[config.mk]
export PLATFORM = sky130hd
export DESIGN_NAME = masked_byte_pattern_scanner_core
export DESIGN_NICKNAME = d
export VERILOG_FILES = /design/src/design/mbps_pkg.sv /design/src/design/mbps_cfg_regs.sv /design/src/design/mbps_window_match.sv /design/src/design/masked_byte_pattern_scanner_core.sv
export SDC_FILE = /design/constraint.sdc
export NUM_CORES = 1
export LEC_CHECK = 0
export ABC_AREA = 1
export BUFFER_PORTS_ARGS = -buffer_cell sky130_fd_sc_hd__buf_2
export CORE_MARGIN = 4
export CORE_UTILIZATION = 55
export DETAILED_ROUTE_END_ITERATION = 7
export PLACE_DENSITY_LB_ADDON = 0.12
export SYNTH_ARGS = -nofsm -noshare
export SYNTH_HDL_FRONTEND = slang
export SYNTH_SLANG_ARGS = --single-unit
[constraint.sdc]
create_clock -name i_clk -period 4.75 [get_ports i_clk]
set_clock_uncertainty 0.2 [all_clocks]
set_input_delay 0.2375 -clock i_clk [delete_from_list [all_inputs] [get_ports i_clk]]
set_output_delay 0.2375 -clock i_clk [all_outputs]
set_load 0.01 [all_outputs]
[src/design/mbps_pkg.sv]
`timescale 1ns / 1ps

package mbps_pkg;

    // Pattern storage is fixed at two 64-bit words of bytes.
    localparam int REG_BYTES       = 16;
    localparam int REG_W           = 64;
    localparam int PATTERN_W       = 8 * REG_BYTES;
    localparam int LENGTH_W        = 5;
    localparam int HIT_OFFSET_W    = 32;
    localparam int CFG_INDEX_W     = 3;
    localparam int MAX_PATTERN_DEF = 16;
    localparam int OFFSET_BITS_DEF = 32;

    // Configuration register indexes.
    typedef enum logic [CFG_INDEX_W-1:0] {
        CFG_VALUE_LOW  = 3'd0,
        CFG_VALUE_HIGH = 3'd1,
        CFG_MASK_LOW   = 3'd2,
        CFG_MASK_HIGH  = 3'd3,
        CFG_LENGTH     = 3'd4,
        CFG_FIRST_ONLY = 3'd5
    } t_cfg_index;

    // Pattern settings as seen by the compare logic.
    typedef struct packed {
        logic [PATTERN_W-1:0] value;
        logic [PATTERN_W-1:0] mask;
        logic [LENGTH_W-1:0]  length;
        logic                 first_only;
    } t_cfg;

endpackage

[src/design/mbps_cfg_regs.sv]
`timescale 1ns / 1ps

module mbps_cfg_regs (
    input  logic                                i_clk,
    input  logic                                i_rst_n,
    input  logic                                i_cfg_we,
    input  logic [mbps_pkg::CFG_INDEX_W-1:0]    i_cfg_index,
    input  logic [mbps_pkg::REG_W-1:0]          i_cfg_data,
    output mbps_pkg::t_cfg                      o_cfg
);
    import mbps_pkg::*;

    logic [REG_W-1:0]    r_value_low;
    logic [REG_W-1:0]    r_value_high;
    logic [REG_W-1:0]    r_mask_low;
    logic [REG_W-1:0]    r_mask_high;
    logic [LENGTH_W-1:0] r_length;
    logic                r_first_only;

    // Register writes; indexes beyond the list are dropped.
    always_ff @(posedge i_clk) begin
        if (!i_rst_n) begin
            r_value_low  <= '0;
            r_value_high <= '0;
            r_mask_low   <= '0;
            r_mask_high  <= '0;
            r_length     <= '0;
            r_first_only <= 1'b0;
        end else if (i_cfg_we) begin
            case (t_cfg_index'(i_cfg_index))
                CFG_VALUE_LOW:  r_value_low  <= i_cfg_data;
                CFG_VALUE_HIGH: r_value_high <= i_cfg_data;
                CFG_MASK_LOW:   r_mask_low   <= i_cfg_data;
                CFG_MASK_HIGH:  r_mask_high  <= i_cfg_data;
                CFG_LENGTH:     r_length     <= i_cfg_data[LENGTH_W-1:0];
                CFG_FIRST_ONLY: r_first_only <= i_cfg_data[0];
                default: begin
                end
            endcase
        end
    end

    assign o_cfg.value      = {r_value_high, r_value_low};
    assign o_cfg.mask       = {r_mask_high, r_mask_low};
    assign o_cfg.length     = r_length;
    assign o_cfg.first_only = r_first_only;

endmodule

[src/design/mbps_window_match.sv]
`timescale 1ns / 1ps

module mbps_window_match #(
    parameter int MAX_PATTERN = mbps_pkg::MAX_PATTERN_DEF
) (
    input  mbps_pkg::t_cfg                  i_cfg,
    input  logic [MAX_PATTERN-1:0][7:0]     i_window,
    output logic                            o_match
);
    import mbps_pkg::*;

    localparam int NLANES = (MAX_PATTERN < REG_BYTES) ? MAX_PATTERN : REG_BYTES;
    localparam int IDX_W  = (MAX_PATTERN > 1) ? $clog2(MAX_PATTERN) : 1;
    localparam int TAP_W  = IDX_W + 2;

    logic [NLANES-1:0] lane_ok;
    logic              len_ok;

    // One masked compare per pattern byte; pattern byte j meets the window
    // byte that arrived length-1-j bytes ago.
    always_comb begin
        logic [TAP_W-1:0] tap;
        logic [7:0]       pat_v;
        logic [7:0]       pat_m;
        logic [7:0]       dat;
        tap = '0;
        for (int j = 0; j < NLANES; j++) begin
            tap   = TAP_W'(i_cfg.length) - TAP_W'(j) - TAP_W'(1);
            pat_v = i_cfg.value[8*j +: 8];
            pat_m = i_cfg.mask[8*j +: 8];
            dat   = i_window[tap[IDX_W-1:0]];
            if (j < int'(i_cfg.length)) begin
                lane_ok[j] = ((dat & pat_m) == (pat_v & pat_m));
            end else begin
                lane_ok[j] = 1'b1;
            end
        end
    end

    // Zero length and lengths beyond the stored pattern or the window never match.
    assign len_ok = (i_cfg.length != '0)
                 && (int'(i_cfg.length) <= REG_BYTES)
                 && (int'(i_cfg.length) <= MAX_PATTERN);

    assign o_match = len_ok && (&lane_ok);

endmodule

[src/design/masked_byte_pattern_scanner_core.sv]
`timescale 1ns / 1ps

// Masked byte pattern scanner. Each accepted request carries one byte of a
// buffer; the block answers every byte with one result that says whether the
// last pattern_length bytes of the current buffer match the masked pattern,
// and where that match starts. The block takes one byte per clock cycle
// while results are taken; a result that is not taken stalls the input. A
// byte passes the input register, then one pass of up to sixteen parallel
// masked compares into the result register. Windows never span two buffers;
// the request with end_of_buffer set also reports whether the buffer held
// any match and starts a new buffer. The byte counter saturates, and no
// match is reported once it has. Configuration is written through a plain
// write port and must only change while no request is in flight. There is
// no clearing pass after reset.
module masked_byte_pattern_scanner_core #(
    parameter int MAX_PATTERN = mbps_pkg::MAX_PATTERN_DEF,
    parameter int OFFSET_BITS = mbps_pkg::OFFSET_BITS_DEF
) (
    input  logic                                i_clk,
    input  logic                                i_rst_n,
    // Configuration write port
    input  logic                                i_cfg_we,
    input  logic [mbps_pkg::CFG_INDEX_W-1:0]    i_cfg_index,
    input  logic [mbps_pkg::REG_W-1:0]          i_cfg_data,
    // Input channel
    input  logic                                i_in_valid,
    output logic                                o_in_ready,
    input  logic [7:0]                          i_data_byte,
    input  logic                                i_end_of_buffer,
    // Output channel
    output logic                                o_out_valid,
    input  logic                                i_out_ready,
    output logic                                o_hit,
    output logic [mbps_pkg::HIT_OFFSET_W-1:0]   o_hit_offset,
    output logic                                o_buffer_done,
    output logic                                o_found_any
);
    import mbps_pkg::*;

    localparam int OFF_EXT_W = (OFFSET_BITS > HIT_OFFSET_W) ? OFFSET_BITS : HIT_OFFSET_W;

    t_cfg cfg;

    // Input register
    logic       r_in_valid;
    logic [7:0] r_in_byte;
    logic       r_in_last;

    // Scan state
    logic [MAX_PATTERN-1:0][7:0] r_window;
    logic [MAX_PATTERN-1:0][7:0] n_window;
    logic [OFFSET_BITS-1:0]      r_count;
    logic [OFFSET_BITS-1:0]      n_count;
    logic                        r_found;
    logic                        n_found;

    // Result register
    logic                        r_out_valid;
    logic                        r_hit;
    logic [HIT_OFFSET_W-1:0]     r_hit_offset;
    logic                        r_buffer_done;
    logic                        r_found_any;

    logic                        out_free;
    logic                        advance;
    logic                        accept_in;
    logic                        saturated;
    logic                        window_match;
    logic                        match;
    logic                        hit;
    logic [OFFSET_BITS-1:0]      offset;
    logic [OFF_EXT_W-1:0]        offset_ext;

    mbps_cfg_regs u_cfg_regs (
        .i_clk       (i_clk),
        .i_rst_n     (i_rst_n),
        .i_cfg_we    (i_cfg_we),
        .i_cfg_index (i_cfg_index),
        .i_cfg_data  (i_cfg_data),
        .o_cfg       (cfg)
    );

    // Handshake: the result register frees itself when taken, and the input
    // register moves on whenever the result register can take its answer.
    assign out_free   = !r_out_valid || i_out_ready;
    assign advance    = r_in_valid && out_free;
    assign o_in_ready = !r_in_valid || out_free;
    assign accept_in  = i_in_valid && o_in_ready;

    always_ff @(posedge i_clk) begin
        if (!i_rst_n) begin
            r_in_valid <= 1'b0;
        end else if (accept_in) begin
            r_in_valid <= 1'b1;
        end else if (advance) begin
            r_in_valid <= 1'b0;
        end
    end

    always_ff @(posedge i_clk) begin
        if (accept_in) begin
            r_in_byte <= i_data_byte;
            r_in_last <= i_end_of_buffer;
        end
    end

    // Window shifts in the new byte, newest at position zero.
    always_comb begin
        n_window[0] = r_in_byte;
        for (int i = 1; i < MAX_PATTERN; i++) begin
            n_window[i] = r_window[i-1];
        end
    end

    mbps_window_match #(
        .MAX_PATTERN (MAX_PATTERN)
    ) u_window_match (
        .i_cfg    (cfg),
        .i_window (n_window),
        .o_match  (window_match)
    );

    // Byte count, match qualification and found flag.
    assign saturated = (r_count == {OFFSET_BITS{1'b1}});

    always_comb begin
        n_count    = saturated ? r_count : r_count + OFFSET_BITS'(1);
        match      = !saturated && window_match
                  && (n_count >= OFFSET_BITS'(cfg.length));
        offset     = n_count - OFFSET_BITS'(cfg.length);
        offset_ext = OFF_EXT_W'(offset);
        hit        = match && !(cfg.first_only && r_found);
        n_found    = r_found || match;
    end

    always_ff @(posedge i_clk) begin
        if (!i_rst_n) begin
            r_count <= '0;
            r_found <= 1'b0;
        end else if (advance) begin
            if (r_in_last) begin
                r_count <= '0;
                r_found <= 1'b0;
            end else begin
                r_count <= n_count;
                r_found <= n_found;
            end
        end
    end

    always_ff @(posedge i_clk) begin
        if (advance) begin
            r_window <= n_window;
        end
    end

    // Result register
    always_ff @(posedge i_clk) begin
        if (!i_rst_n) begin
            r_out_valid <= 1'b0;
        end else if (advance) begin
            r_out_valid <= 1'b1;
        end else if (i_out_ready) begin
            r_out_valid <= 1'b0;
        end
    end

    always_ff @(posedge i_clk) begin
        if (advance) begin
            r_hit         <= hit;
            r_hit_offset  <= hit ? offset_ext[HIT_OFFSET_W-1:0] : '0;
            r_buffer_done <= r_in_last;
            r_found_any   <= r_in_last && n_found;
        end
    end

    assign o_out_valid   = r_out_valid;
    assign o_hit         = r_hit;
    assign o_hit_offset  = r_hit_offset;
    assign o_buffer_done = r_buffer_done;
    assign o_found_any   = r_found_any;

`ifndef ASSERT_OFF
    // A hit on the last byte of a buffer must show up in the summary flag.
    assert property (@(posedge i_clk) disable iff (!i_rst_n)
        (o_out_valid && o_hit && o_buffer_done) |-> o_found_any)
        else $error("hit on last byte without found_any");

    // The summary flag only appears on the last result of a buffer.
    assert property (@(posedge i_clk) disable iff (!i_rst_n)
        (o_out_valid && o_found_any) |-> o_buffer_done)
        else $error("found_any outside end of buffer");

    // A result without a hit carries a zero offset.
    assert property (@(posedge i_clk) disable iff (!i_rst_n)
        (o_out_valid && !o_hit) |-> (o_hit_offset == '0))
        else $error("nonzero offset without hit");

    // The byte counter never wraps back to zero inside a buffer.
    assert property (@(posedge i_clk) disable iff (!i_rst_n)
        (advance && !r_in_last) |=> (r_count != '0))
        else $error("byte counter wrapped");
`endif

endmodule
Word-level counts from Yosys, hierarchy flattened:

Cells that the tools add are included.

* bits of input ports: 81
* logic and storage cells: 234
* output and inout bits: 37
* register bits after elaboration: 461

* add/sub/neg operators: 32
* $lt $le $gt $ge: 34
* multiplexer cells: 55
* bitwise logic cells: 32
* reduce and logical (&&, ||, !) cells: 28
* equality and inequality tests: 22

Operators with widths (count)
* binary-select mux 8 bit (select 4 bit): 16
* AND 8 bit: 32
* equality test 8 bit: 16
* 2-to-1 mux 8 bit: 16
* < comparator 4 x 5 -> 1 bit (second input constant): 16
* 2-to-1 mux 32 bit: 2
* subtractor 4 x 1 -> 4 bit (second input constant): 16
* < comparator 4 x 5 -> 1 bit (first input constant): 8
* adder 32 x 1 -> 32 bit (second input constant): 1
* equality test 32 bit (second input constant): 1
* greater-or-equal comparator 32 x 5 -> 1 bit: 1
* subtractor 32 x 5 -> 32 bit: 1
* subtractor 4 bit (second input constant): 8
* 2-to-1 mux 1 bit: 21
* < comparator 3 x 5 -> 1 bit (first input constant): 4
* AND reduction 16 bit: 1
* subtractor 4 x 3 -> 4 bit (second input constant): 4
* AND reduction 2 bit: 6
* logical AND 1 bit: 10
* < comparator 1 x 5 -> 1 bit (first input constant): 2
* < comparator 2 x 5 -> 1 bit (first input constant): 2
* subtractor 4 x 2 -> 4 bit (second input constant): 2
* equality test 3 x 2 -> 1 bit (second input constant): 2
* equality test 3 bit (second input constant): 2
* 7 further kinds: 13

Logic depth before layout (Yosys ltp):

Gate-level depths: netlist of run 1.

* depth after elaboration: 13
* gate-level depth with buffers: 29
* depth with buffers taken out: 26

Cells and area by module:

From an unflattened synthesis of run 1, not the netlist that was laid out.

* cells, all modules: 4491
* area total of the unflattened synthesis: 29062.9 µm²

Modules (own cells, without submodules)
* mbps_cfg_regs: cells each 1503, instances 1, area each 10460.0 µm², sequential area each 5245.0 µm²
* mbps_window_match: cells each 2138, instances 1, area each 9960.8 µm², sequential area each 0.0 µm²
* masked_byte_pattern_scanner_core: cells each 850, instances 1, area each 8642.0 µm², sequential area each 5625.4 µm²

Least setup slack after synthesis of run 1:

No wires, ideal clock.

* path kind: register to register
* from: register r_count[0]
* to: register r_hit_offset[30], in the netlist o_hit_offset[30], data pin
* stages on the path, launching flop included: 28
* path slack: 0.334 ns
* path buffers: 4
* period minus slack after synthesis: 4.416 ns
* arrival time: 3.961 ns
* data required time: 4.296 ns
* library setup time: 0.254 ns
* cell sequence: dfxtp_1 ha_1 nand2_1 nor2_2 nand2_1 nor2_2 nand3_2 buf_6 clkbuf_1 buf_2 xor2_1 inv_1 ha_1 inv_1 fa_1 nand3_1 inv_1 o21ai_0 nand3_1 nor2_1 nand2_1 nor2_1 inv_1 nor3_1 nor2_2 nand3_4 buf_6 nor2_2

* longest elaborated chain between the ends: 5
* elaborated cells between the ends (all ways): 9
* those cells by class: add/sub: 2; order compare: 1; eq/ne: 1; mux: 1; reduce/logical: 4

Ends and longest elaborated chain
* from (decl): RTL line masked_byte_pattern_scanner_core.sv:52 `logic [OFFSET_BITS-1:0] r_count;`
* from (signal assigned): RTL line masked_byte_pattern_scanner_core.sv:145 `r_count <= n_count;`
* adder 32 x 1 -> 32 bit or equality test 32 bit (tied branches): RTL line masked_byte_pattern_scanner_core.sv:127, masked_byte_pattern_scanner_core.sv:124
* 2-to-1 mux 32 bit or zero test 1 bit (tied branches): RTL line masked_byte_pattern_scanner_core.sv:127, masked_byte_pattern_scanner_core.sv:128
* greater-or-equal comparator 32 x 5 -> 1 bit or logical AND 1 bit (tied branches): RTL line masked_byte_pattern_scanner_core.sv:129, masked_byte_pattern_scanner_core.sv:128
* logical AND 1 bit: RTL line masked_byte_pattern_scanner_core.sv:129 `&& (n_count >= OFFSET_BITS'(cfg.length));`
* logical AND 1 bit: RTL line masked_byte_pattern_scanner_core.sv:132 `hit = match && !(cfg.first_only && r_found);`
* to (signal assigned): RTL line masked_byte_pattern_scanner_core.sv:171 `r_hit_offset <= hit ? offset_ext[HIT_OFFSET_W-1:0] : '0;`
* to (decl): RTL line masked_byte_pattern_scanner_core.sv:60 `logic [HIT_OFFSET_W-1:0] r_hit_offset;`

Parallel ways exist; a longest one is shown, timed or not.
A chain may end at the register's enable or synchronous reset.

Final worst setup path of run 1:

* from: register r_count[0]
* to: register r_hit_offset[29], in the netlist o_hit_offset[29], data pin

Same word-level chain as after synthesis.

==> results.cfg, run 1 <==
[outcome]
status = completed

[cts]
cts_tree = done
cts_made_buffers = 50
clock_latency_ns = 0.62
clock_path_buffers = 3
cts_max_level = 2
clkSinkCount = 461
path_clk_slew_ns = 0.06
root_buffer = clkbuf_16

[critical_path]
reg2regPathDepth = 26
crit_type = register to register
cp-start-kind = register
r2r-end = o_hit_offset[29]$_SDFFCE_PN0P_
critPathCaptureType = register
crit_arrival_ns = 4.56
crit_required_ns = 4.90
critPathMaxFanout = 14
cp_common_cell = nand2_1
crit_buf_inv = 4
crit_slowest_cell = dfxtp_1
rr_startpoint = r_count[0]$_SDFFE_PN0P_
reg2reg_slack_ns = 0.34
cpPeakStageDelay_ns = 0.38
cpLargestDelayFamily = simple AND/OR/NAND/NOR gates

[drt]
viasPerCell = 5.85
drcViolationCount = 0
routed_wl_um = 103000
dr_total_vias = 28099
ant_nets = 0
drtIter0Drc = 3940
drt-wirelength-per-cell_um = 21.5
first_pass_iters = 7

[cells_and_area]
multi_input_area_um2 = 14000
layout_common_cells = nand3_1, nand2_1, nor2_1, inv_1, dfxtp_1
drive_above_1_share = 0.0805
fill_cells = 4551
syn_to_final_growth_pct = 13.2
n_antenna_cell = 0
layout_commonest_cell = nand3_1
fin_nets = 4196
regArea_um2 = 10900

[sta]
setup_slack_ns = 0.342
worst_slew_margin_rel = 0.239
hold_viol = 0
min_period_ns = 4.41
timing.hold.ws_ns = 0.135
finalMaxSlewViolations = 0
fin_crit_sh = 0.928
fmax_mhz = 227
setup_viol = 0
tightest_slew_ns = 1.13

[floorplanning]
rows = 81
start_util = 0.555
die_h_um = 230
die-area_um2 = 52800
core-area_um2 = 48700
die_width_um = 230
io_pins = 118

[run]
maxCapViolations = 0

[synth]
ys_seq_elements = 461
netlist_instances = 3993
yosys.area.top_type = dfxtp_1
ys_seq_area_frac = 0.402
netlist.area_leader.share = 0.220
synthTopCellsByArea = dfxtp_1, nand3_1, edfxtp_1
synth_area_um2 = 27000
synth_cell_type_count = 40
syn_nets = 4090
yosysWarnings = 0
synth.avg_cell_area_um2 = 6.77

[global_routing]
grt_start_max_net_pins = 107
grt_remaining_overflow = 0
grt_usage = 0.380
grt_pass1_vias = 24951
antenna_found_initial = 2
grt_pass1_wl_um = 155000

[hold_path]
min_path_type = input port to register
whs_path_depth = 2
hold_end = r_in_byte[1]$_DFFE_PP_
min-delay-start = i_data_byte[1]

[power_and_ir_drop]
ir_drop_mv = 0.295
p_per_area_nw_per_um2 = 337
p_leak_nw = 13.0

[placement]
gp_congestion = 1.06
dp_hpwl_um = 76900
place_ws_ns = 0.0773
io_buffers = 117
## cells by family after synthesis
| family | share of synthesized area |
|---|---|
| flops | 0.402 |
| simple gates | 0.385 |
| fa+ha+maj | 0.00768 |
| xor+xnor | 0.0224 |
| compound gates | 0.101 |
| buf+inv | 0.0819 |
## layer usage
metal | vias up | wire, um | global-route usage
li1 | 13586 | - | -
met1 | 12752 | 41700 | 0.514
met2 | 1514 | 43600 | 0.563
met3 | 245 | 12400 | 0.115
met4 | 2 | 5790 | 0.171
met5 | - | 21 | 0
## cell usage after synthesis, drive strengths merged
master and count:
a31oi 1, nor4 1, nand3b 1, xor2 44, and2 2, edfxtp 164
nand2 983, o21ai 300, ha 15, nand3 1013, dfxtp 297, nand4 21
o21bai 1, nor2 329, buf 114, a21oi 241, or2 1, xnor2 17
clkinv 4, a21o 2, a21boi 1, inv 318, nor3 24, clkbuf 98
fa 1
## timing repair
action	4_1_cts	5_1_grt
buffers inserted	0	4
gates resized for setup	0	8
hold buffers	85	0
hold endpoints to repair	273	0
setup endpoints to repair	0	34
## how the worst max path moves through the flow
| stage | endpoint | depth (start not counted) | startpoint | slack, ns |
|---|---|---|---|---|
| detailed placement | o_hit_offset[31]$_SDFFCE_PN0P_ | 23 | r_count[1]$_SDFFE_PN0P_ | 0.08 |
| floorplan | o_hit_offset[30]$_SDFFCE_PN0P_ | 27 | r_count[0]$_SDFFE_PN0P_ | 0.33 |
| CTS | o_hit_offset[31]$_SDFFCE_PN0P_ | 25 | r_count[0]$_SDFFE_PN0P_ | 0.06 |
| finish | o_hit_offset[29]$_SDFFCE_PN0P_ | 26 | r_count[0]$_SDFFE_PN0P_ | 0.34 |
| global route | o_hit_offset[31]$_SDFFCE_PN0P_ | 26 | r_count[0]$_SDFFE_PN0P_ | -0.01 |
| global placement | o_hit_offset[31]$_SDFFCE_PN0P_ | 25 | r_count[0]$_SDFFE_PN0P_ | 0.23 |
## registers in the layout, summed over array words and instances, names as in the netlist, 5 cells and up
signal and cells:
o_hit_offset 32, u_cfg_regs.r_mask_low 64, u_cfg_regs.r_value_low 64, r_count 32
u_cfg_regs.r_length 5, n_window 120, u_cfg_regs.r_mask_high 64, u_cfg_regs.r_value_high 64
r_in_byte 8
## through the flow
step / setup TNS (ns) / utilization / area, um2 / power, W / cells
6_report: 0 / 0.628 / 30600 / 0.0103 / 4802
5_1_grt: -0.0272 / 0.628 / 30600 / 0.0107 / 4802
4_1_cts: 0 / 0.627 / 30600 / 0.0103 / 4798
3_5_place_dp: 0 / 0.575 / 28000 / 0.00622 / 4622
3_3_place_gp: 0 / 0.575 / 28000 / 0.00621 / 4622
2_1_floorplan: 0 / - / 27000 / 0.00556 / 3993
## power by group
group	switching, W	internal, W	total [W]
clock network	0.00171	0.00233	0.00404
registers	0.000101	0.00425	0.00435
logic	0.00136	0.000570	0.00193
total	0.00318	0.00714	0.0103
## cell type report
type,count,share of cell area
Multi-Input combinational cell,2998,0.458
Sequential cell,461,0.355
Timing Repair Buffer,266,0.0653
Clock buffer,73,0.0497
Inverter,322,0.0400
Tap cell,664,0.0271
Clock inverter,18,0.00494
Note: power is estimated with default switching activity, not from simulation.
==> run 2: changes to the inputs <==
Settings changed: CORE_ASPECT_RATIO set to 0.75.
==> results.cfg, run 2 (synthesis results as in run 1) <==
[floorplanning]
start_util = 0.555
core-area_um2 = 48700
rows = 70
die_width_um = 264
die-area_um2 = 52800
die_h_um = 200
io_pins = 118

[cts]
cts_max_level = 2
clock_latency_ns = 0.62
root_buffer = clkbuf_16
cts_tree = done
clkSinkCount = 461
clock_path_buffers = 3
cts_made_buffers = 48
path_clk_slew_ns = 0.07

[hold_path]
whs_path_depth = 2
min-delay-start = i_data_byte[6]
hold_end = r_in_byte[6]$_DFFE_PP_
min_path_type = input port to register

[cells_and_area]
fin_cells = 4784
layout_commonest_cell = nand3_1
stdcell_area_um2 = 30600
syn_to_final_growth_pct = 13.2
n_antenna_cell = 0
regArea_um2 = 10900
drive_above_1_share = 0.0793
multi_input_area_um2 = 14000
fin_nets = 4195
largest_register_ffs = 120
layout_common_cells = nand3_1, nand2_1, nor2_1, inv_1, dfxtp_1
fill_cells = 4613

[critical_path]
crit_required_ns = 5.01
crit_type = register to register
reg2regPathDepth = 22
crit_arrival_ns = 4.66
reg2reg_slack_ns = 0.35
rr_startpoint = u_cfg_regs.r_length[0]$_SDFFE_PN0P_
critPathCaptureType = register
r2r-end = o_hit_offset[23]$_SDFFCE_PN0P_
cp-start-kind = register
critPathMaxFanout = 33

[drt]
dr_total_vias = 28521
drcViolationCount = 0
viasPerCell = 5.96
first_pass_iters = 8
drt-wirelength-per-cell_um = 21.9
ant_nets = 0
routed_wl_um = 105000
drtIter0Drc = 4479

[placement]
dpl-instance-area_um2 = 28100
dp_hpwl_um = 78000
io_buffers = 117
placedCellCount = 4605
gp_congestion = 1.07

[sta]
finalMaxSlewViolations = 0
timing.hold.ws_ns = 0.143
fin_crit_sh = 0.926
setup_viol = 0
min_period_ns = 4.40
fmax_mhz = 227
tightest_slew_ns = 1.09
worst_slew_margin_rel = 0.271
hold_viol = 0

[run]
maxCapViolations = 0

[outcome]
status = completed

[global_routing]
grt_start_max_net_pins = 151
grt_usage = 0.384
antenna_found_initial = 1
grt_pass1_wl_um = 155000
grt_pass1_vias = 24575
grt_remaining_overflow = 0

[power_and_ir_drop]
p_per_area_nw_per_um2 = 337
p_leak_nw = 13.0
ir_drop_mv = 0.388
[run 2: cell count changes in the layout (fill, tap and decap cells not counted), moves of 4 or more]
cell / previous run / this run
clkbuf_16: 54 / 50
clkbuf_1: 9 / 3
clkbuf_8: 10 / 6
buf_12: 6 / 10
buf_4: 58 / 50
dlygate4sd3_1: 85 / 90
[run 2: layer usage]
layer  track usage  vias to the layer above  part of all wire
met2         0.529                     1693              0.39
met3         0.138                      171              0.15
met4         0.103                        0             0.029
met1         0.568                    13067              0.43
li1              -                    13590                 -
met5             0                        -                 0
[run 2: timing repair]
action                                  in CTS  in global routing
setup buffers                                0                  1
endpoints found under the setup margin       0                 33
hold endpoints to repair                   273                  0
hold buffers                                90                  0
resized for setup                            0                  4
[run 2: report_power, final]
group / internal, W / switching [W] / total (W)
combinational: 0.000563 / 0.00137 / 0.00193
clock: 0.00229 / 0.00175 / 0.00404
sequential: 0.00425 / 0.000101 / 0.00435
[run 2: worst max-delay path, stage by stage, from the launching register on]
cell and delay [ns]:
dfxtp_4 0.59, inv_4 0.07, ha_2 0.33, inv_2 0.31, buf_12 0.22, buf_12 0.18, nand3_1 0.28, nand3_1 0.19
nand3_1 0.13, nand2_1 0.10, nand2_1 0.05, nand3_1 0.06, o21ai_1 0.06, nor2_1 0.10, nand2_1 0.07, nand2_1 0.06
nand2_1 0.05, nor2_1 0.43, nand2_1 0.18, nor2_2 0.18, nand3_4 0.09, buf_12 0.18, nor2_1 0.11
[run 2: stage by stage]
stage | setup slack (ns) | setup TNS, ns | power (W) | utilization
2_1_floorplan | 0.334 | 0 | 0.00556 | -
5_1_grt | -0.00239 | -0.00239 | 0.0107 | 0.629
6_report | 0.354 | 0 | 0.0103 | 0.629
4_1_cts | 0.331 | 0 | 0.0102 | 0.628
3_3_place_gp | 0.492 | 0 | 0.00619 | 0.576
3_5_place_dp | 0.366 | 0 | 0.00621 | 0.576
[run 2: area by class of cell]
class | count | share of cell area
flip-flops and latches | 461 | 0.355
repair buffers | 267 | 0.0675
clock inverters | 29 | 0.00977
multi-input cells | 2998 | 0.457
well taps | 648 | 0.0265
clock buffers | 59 | 0.0439
inverters | 322 | 0.0400
[run 2: worst max-delay path by stage]
stage / start / to / slack, ns / cells after the start
2_1_floorplan: r_count[0]$_SDFFE_PN0P_ / o_hit_offset[30]$_SDFFCE_PN0P_ / 0.33 / 27
6_report: u_cfg_regs.r_length[0]$_SDFFE_PN0P_ / o_hit_offset[23]$_SDFFCE_PN0P_ / 0.35 / 22
4_1_cts: r_count[0]$_SDFFE_PN0P_ / o_hit_offset[31]$_SDFFCE_PN0P_ / 0.33 / 24
5_1_grt: r_count[0]$_SDFFE_PN0P_ / o_hit_offset[31]$_SDFFCE_PN0P_ / -0.002 / 25
3_3_place_gp: r_count[0]$_SDFFE_PN0P_ / o_hit_offset[31]$_SDFFCE_PN0P_ / 0.49 / 24
3_5_place_dp: r_count[0]$_SDFFE_PN0P_ / o_hit_offset[31]$_SDFFCE_PN0P_ / 0.37 / 24
